<file path="config.mk">
export PLATFORM = sky130hd
export DESIGN_NAME = insertion_sorter_flat
export DESIGN_NICKNAME = d
export VERILOG_FILES = /design/src/sv/isrt_pkg.sv /design/src/sv/isrt_if.sv /design/src/sv/insertion_sorter.sv /design/src/sv/isrt_cell.sv /design/src/flat_wrapper.sv
export SDC_FILE = /design/constraint.sdc
export NUM_CORES = 2
export LEC_CHECK = 0
export BUFFER_PORTS_ARGS = -buffer_cell sky130_fd_sc_hd__buf_4
export CORE_ASPECT_RATIO = 0.75
export CORE_MARGIN = 4
export CORE_UTILIZATION = 59
export CTS_BUF_LIST = sky130_fd_sc_hd__clkbuf_8 sky130_fd_sc_hd__clkbuf_16
export DETAILED_ROUTE_END_ITERATION = 16
export GPL_TIMING_DRIVEN = 0
export HOLD_SLACK_MARGIN = 0.03
export PLACE_DENSITY = 0.78
export SLEW_MARGIN = 20
export SYNTH_ARGS = -nofsm -noshare
export SYNTH_HDL_FRONTEND = slang
export SYNTH_HIERARCHICAL = 1
export SYNTH_SLANG_ARGS = --single-unit
</file>
<file path="constraint.sdc">
create_clock -name i_clk -period 8.3 [get_ports i_clk]
set_input_delay 1.66 -clock i_clk [delete_from_list [all_inputs] [get_ports i_clk]]
set_output_delay 1.66 -clock i_clk [all_outputs]
set_load 0.1 [all_outputs]
</file>
<file path="src/sv/isrt_pkg.sv">
// Shared types and constants for the insertion sorter.
`timescale 1ns / 1ps
`default_nettype none

package isrt_pkg;

    localparam int unsigned DATA_W = 32;

    typedef logic signed [DATA_W-1:0] t_data;

    typedef struct packed {
        logic ins;
        logic drain;
    } t_cell_ctl;

endpackage

`default_nettype wire

</file>
<file path="src/sv/isrt_if.sv">
// Handshake channels for input words and sorted result words.
`timescale 1ns / 1ps
`default_nettype none

interface isrt_in_if
    import isrt_pkg::*;
();
    logic  valid;
    logic  ready;
    t_data value;
    logic  final_item;

    modport source (output valid, output value, output final_item, input ready);
    modport sink   (input valid, input value, input final_item, output ready);
endinterface

interface isrt_out_if
    import isrt_pkg::*;
();
    logic  valid;
    logic  ready;
    t_data sorted_value;
    logic  run_end;
    logic  overflowed;

    modport source (output valid, output sorted_value, output run_end, output overflowed,
                    input ready);
    modport sink   (input valid, input sorted_value, input run_end, input overflowed,
                    output ready);
endinterface

`default_nettype wire

</file>
<file path="src/sv/insertion_sorter.sv">
// Streaming insertion sorter built as a chain of compare-and-shift cells.
//
//   channel  dir  payload                                  accepted when
//   i_in     in   value[31:0] signed, final_item           valid && ready
//   o_out    out  sorted_value[31:0] signed, run_end,      valid && ready
//                 overflowed
//
// On an insert, every cell compares the word against its entry
// and the chain shifts right past the insertion point in the same edge.
// A word flagged final_item starts a drain that moves the chain left one
// cell per taken result and holds input off until the last entry of the run
// has been taken. Sink stalls hold the chain.
// Reset clears valid bits, drain state and the overflow flag.
`timescale 1ns / 1ps
`default_nettype none

module insertion_sorter
    import isrt_pkg::*;
#(
    parameter int unsigned CAPACITY = 32
) (
    input  wire logic  i_clk,
    input  wire logic  i_rst_n,
    isrt_in_if.sink    i_in,
    isrt_out_if.source o_out
);

    t_data [CAPACITY-1:0] w_data;
    logic  [CAPACITY-1:0] w_valid;
    logic  [CAPACITY-1:0] w_lt;
    t_cell_ctl            w_ctl;
    logic                 r_drain;
    logic                 r_dropped;
    logic                 w_in_acc;
    logic                 w_out_acc;
    logic                 w_full;

    assign w_full    = w_valid[CAPACITY-1];
    assign i_in.ready = !r_drain;
    assign w_in_acc  = i_in.valid && !r_drain;
    assign w_out_acc = o_out.valid && o_out.ready;

    assign w_ctl.ins   = w_in_acc && !w_full;
    assign w_ctl.drain = w_out_acc;

    assign o_out.valid        = r_drain;
    assign o_out.sorted_value = w_data[0];
    assign o_out.run_end      = !w_valid[1];
    assign o_out.overflowed   = r_dropped;

    for (genvar g = 0; g < CAPACITY; g++) begin : g_cell
        t_data w_ld;
        logic  w_lv;
        logic  w_ll;
        t_data w_rd;
        logic  w_rv;

        if (g == 0) begin : g_first
            assign w_ld = '0;
            assign w_lv = 1'b1;
            assign w_ll = 1'b0;
        end else begin : g_mid_l
            assign w_ld = w_data[g-1];
            assign w_lv = w_valid[g-1];
            assign w_ll = w_lt[g-1];
        end

        if (g == CAPACITY - 1) begin : g_last
            assign w_rd = '0;
            assign w_rv = 1'b0;
        end else begin : g_mid_r
            assign w_rd = w_data[g+1];
            assign w_rv = w_valid[g+1];
        end

        isrt_cell u_cell (
            .i_clk         (i_clk),
            .i_rst_n       (i_rst_n),
            .i_ctl         (w_ctl),
            .i_value       (i_in.value),
            .i_left_data   (w_ld),
            .i_left_valid  (w_lv),
            .i_left_lt     (w_ll),
            .i_right_data  (w_rd),
            .i_right_valid (w_rv),
            .o_data        (w_data[g]),
            .o_valid       (w_valid[g]),
            .o_lt          (w_lt[g])
        );
    end

    always_ff @(posedge i_clk) begin
        if (!i_rst_n) begin
            r_drain   <= 1'b0;
            r_dropped <= 1'b0;
        end else begin
            if (w_in_acc && w_full) begin
                r_dropped <= 1'b1;
            end
            if (w_in_acc && i_in.final_item) begin
                r_drain <= 1'b1;
            end
            if (w_out_acc && o_out.run_end) begin
                r_drain   <= 1'b0;
                r_dropped <= 1'b0;
            end
        end
    end

    a_drain_has_entry : assert property (@(posedge i_clk) disable iff (!i_rst_n)
        r_drain |-> w_valid[0])
        else $error("drain with empty chain");

    a_valid_prefix : assert property (@(posedge i_clk) disable iff (!i_rst_n)
        (w_valid & (w_valid + CAPACITY'(1))) == '0)
        else $error("valid bits not contiguous");

    a_run_clears : assert property (@(posedge i_clk) disable iff (!i_rst_n)
        (w_out_acc && o_out.run_end) |=> (!r_drain && !r_dropped && !w_valid[0]))
        else $error("run end did not empty the chain");

    a_drop_flags : assert property (@(posedge i_clk) disable iff (!i_rst_n)
        (w_in_acc && w_full && !i_in.final_item) |=> r_dropped)
        else $error("dropped word not flagged");

endmodule

`default_nettype wire

</file>
<file path="src/sv/isrt_cell.sv">
// One cell of the sorting chain: holds one entry and its valid bit.
`timescale 1ns / 1ps
`default_nettype none

module isrt_cell
    import isrt_pkg::*;
(
    input  wire logic      i_clk,
    input  wire logic      i_rst_n,
    input  wire t_cell_ctl i_ctl,
    input  wire t_data     i_value,
    input  wire t_data     i_left_data,
    input  wire logic      i_left_valid,
    input  wire logic      i_left_lt,
    input  wire t_data     i_right_data,
    input  wire logic      i_right_valid,
    output t_data          o_data,
    output logic           o_valid,
    output logic           o_lt
);

    t_data r_data;
    logic  r_valid;
    logic  w_take;

    assign o_lt   = r_valid && (i_value < r_data);
    assign w_take = o_lt || (!r_valid && i_left_valid);
    assign o_data  = r_data;
    assign o_valid = r_valid;

    always_ff @(posedge i_clk) begin
        if (!i_rst_n) begin
            r_valid <= 1'b0;
        end else if (i_ctl.drain) begin
            r_valid <= i_right_valid;
        end else if (i_ctl.ins && w_take) begin
            r_valid <= 1'b1;
        end
    end

    always_ff @(posedge i_clk) begin
        if (i_ctl.drain) begin
            r_data <= i_right_data;
        end else if (i_ctl.ins && w_take) begin
            r_data <= i_left_lt ? i_left_data : i_value;
        end
    end

endmodule

`default_nettype wire

</file>
<file path="src/flat_wrapper.sv">
// flat-port wrapper written by rule: the top's interface ports become plain ports
module insertion_sorter_flat import isrt_pkg::*;
#(
    parameter int unsigned CAPACITY = 32
)
  (i_clk, i_rst_n, i_in_valid, i_in_value, i_in_final_item, i_in_ready, o_out_valid, o_out_sorted_value, o_out_run_end, o_out_overflowed, o_out_ready);
  isrt_in_if i_in_i ();
  isrt_out_if o_out_i ();
  input  wire logic i_clk;
  input  wire logic i_rst_n;
  input wire logic [$bits(i_in_i.valid)-1:0] i_in_valid;
  input wire logic [$bits(i_in_i.value)-1:0] i_in_value;
  input wire logic [$bits(i_in_i.final_item)-1:0] i_in_final_item;
  output wire logic [$bits(i_in_i.ready)-1:0] i_in_ready;
  output wire logic [$bits(o_out_i.valid)-1:0] o_out_valid;
  output wire logic [$bits(o_out_i.sorted_value)-1:0] o_out_sorted_value;
  output wire logic [$bits(o_out_i.run_end)-1:0] o_out_run_end;
  output wire logic [$bits(o_out_i.overflowed)-1:0] o_out_overflowed;
  input wire logic [$bits(o_out_i.ready)-1:0] o_out_ready;
  assign i_in_i.valid = i_in_valid;
  assign i_in_i.value = i_in_value;
  assign i_in_i.final_item = i_in_final_item;
  assign i_in_ready = i_in_i.ready;
  assign o_out_valid = o_out_i.valid;
  assign o_out_sorted_value = o_out_i.sorted_value;
  assign o_out_run_end = o_out_i.run_end;
  assign o_out_overflowed = o_out_i.overflowed;
  assign o_out_i.ready = o_out_ready;
  insertion_sorter #(.CAPACITY(CAPACITY)) u_core (.i_clk(i_clk), .i_rst_n(i_rst_n), .i_in(i_in_i), .o_out(o_out_i));
endmodule
</file>
==> key figures <==
Placed design
  • Port buffer count: 72
  • Dpl hpwl: 169000 um
  • Final Wtd Congestion: 0.931
  • Place WS: 2.47 ns
  • Placed Cells incl. Taps: 10500

Timing
  • Min cycle time layout: 5.30 ns
  • Clock skew: 0.0189 ns
  • Max-slew violation count: 0
  • Worst-margin pin slew: 1.13 ns
  • Fmax: 189 MHz
  • Final worst-path setup slack: 3.00 ns
  • Fin Setup TNS: 0 ns
  • Tcrit/Tclk final: 63.9%
  • Final Hold Fails: 0
  • Slew HR: 24.7%
  • # setup viols final: 0
  • RSZ-0062 raised after global routing: false

Synthesis
  • Mapped Area: 0.0802 sq mm
  • Synthesized area per cell: 9.34 sq um
  • Post-Synthesis Cells: 8589
  • Synth warn: 6

Critical path
  • CP Class: input port to register
  • Startpoint types: input port
  • Crit end category: register
  • Worst EP required: 8.77 ns
  • CP max FO: 64
  • Worst EP arrival: 5.77 ns

Clock network
  • CTS tree: yes
  • Clk Latency, worst-skew pair: 0.75 ns
  • Level count of the clock H-tree: 3
  • Clock slew at reported path FFs: 0.06 ns
  • CTS root buf: clkbuf_16
  • Post-CTS Hold Buffers: 0
  • # clock sinks: 1058
  • CTS Buf Count: 110
  • Max Root-Sink Buffers: 3
  • Post-cts sizing count: 0
  • Postcts setup bufs: 0

Detailed routing
  • Vias per cell: 6.33
  • Vias after detailed routing: 67800
  • Metal-1 WL: 100000 um
  • Drt wl/cell: 21.8 um
  • Routed length on met3: 27700 um
  • Metal2 WL: 100000 um
  • DRC viols: 0
  • Max layer used: met4
  • Starting DRT DRC Count: 8644
  • Final WL: 233000 um
  • Detail Route Antenna Nets: 0
  • First-pass DRT Iterations: 7

Pwr
  • Power density over the cells: 175 mW/mm^2
  • VDD IR max: 0.164 mV
  • Total Power: 0.0153 W
  • Pleak: 34.8 nW

Floorplanning
  • Die Wd: 434 um
  • Initial Util: 59.8%
  • Number of core rows: 116
  • Core area: 0.134 sq mm
  • Die H: 327 um
  • Io pins: 73
  • Die Area: 0.142 sq mm

Finish
  • Finished Layout Cells: 10700
  • Finished Core Util: 65.0%
  • P&R area growth vs syn: 8.75%
  • Share of cells above drive strength 1: 6.81%
  • Total Nets Final: 9877
  • Fillers: 10600

Global routing
  • Gr usage total: 31.8%
  • First-pass GRT wire length: 362000 um
  • GR Overflow Total: 0
  • Largest net degree at the start of global routing: 65
  • Vias in the first global route: 66500
  • Initial antenna violation count: 2

Run
  • MaxCap Viol Count: 0

Run status
  • Status: finished, final reports clean

Min path
  • HP Class: register to register
-- flip-flops by register name, indices dropped and copies added (netlist names) --
register / flops
u_core/o_out.valid: 1
u_core/g_cell.u_cell/o_valid: 32
u_core/g_cell.u_cell/o_data: 1024
u_core/o_out.overflowed: 1
-- per-stage QoR --
stage / hold WS, ns / instance area (sq um)
after floorplan: 0.483 / 80500
after global placement: 0.463 / 83200
after detailed placement: 0.454 / 83500
after CTS: 0.463 / 87200
after global routing: 0.493 / 87200
final: 0.463 / 87200
-- power breakdown --
| group | switching (W) | internal (W) |
|---|---|---|
| combinational | 0.00209 | 0.00110 |
| clock | 0.00226 | 0.00295 |
| sequential | 0.000404 | 0.00645 |
| total | 0.00475 | 0.0105 |
-- placed cells by master (no fill, tap or decap), types with 33 or more instances in the layout --
cell / instances
clkbuf_1: 224
clkbuf_16: 110
a31oi_1: 64
nor2_1: 160
inv_1: 1110
buf_2: 96
conb_1: 67
nor3_1: 33
ha_1: 992
mux2i_1: 1024
dfxtp_1: 34
a21oi_1: 385
edfxtp_1: 1024
nand2_1: 1536
nor3_2: 64
o21ai_1: 512
o21ai_0: 736
nand3_1: 64
buf_4: 72
-- per-layer routing --
layer,GRT usage [%],vias up
li1,-,30800
met1,46.0,32800
met2,47.6,3845
met3,7.60,440
met4,8.88,0
met5,0,-
-- worst paths after layout --
path | slack [ns] | end | startpoint | depth (start not counted)
min reg2reg | 0.46 | u_core/o_out.overflowed | u_core/o_out.overflowed | 2
max | 3.00 | u_core/g_cell[1].u_cell/o_data[9] | i_in_value[1] | 11
min | 0.46 | u_core/o_out.overflowed | u_core/o_out.overflowed | 2
max reg2reg | 4.28 | u_core/g_cell[1].u_cell/o_data[9] | u_core/g_cell[0].u_cell/o_data[1] | 11
-- area by class of cell --
type / count / area, sq um / area share, %
Timing Repair Buffer: 82 / 727 / 0.833
Multi-Input combinational cell: 6152 / 43600 / 50.0
Buffer: 352 / 1440 / 1.65
Inverter: 1092 / 4100 / 4.70
Clock buffer: 121 / 2900 / 3.33
Tap cell: 1770 / 2210 / 2.54
Clock inverter: 88 / 830 / 0.951
Antenna cell: 4 / 10.0 / 0.0115
Sequential cell: 1058 / 31400 / 36.0
-- critical path, cell delays in order --
cell	delay [ns]
buf_4	0.69
ha_1	0.37
a2111o_1	0.37
a31oi_1	0.54
o21ai_1	0.43
a21oi_2	0.27
mux2_1	0.15
clkbuf_1	0.36
buf_2	0.46
mux2i_1	0.27
o21ai_1	0.10
No activity file was read; power rests on OpenSTA's default activity.
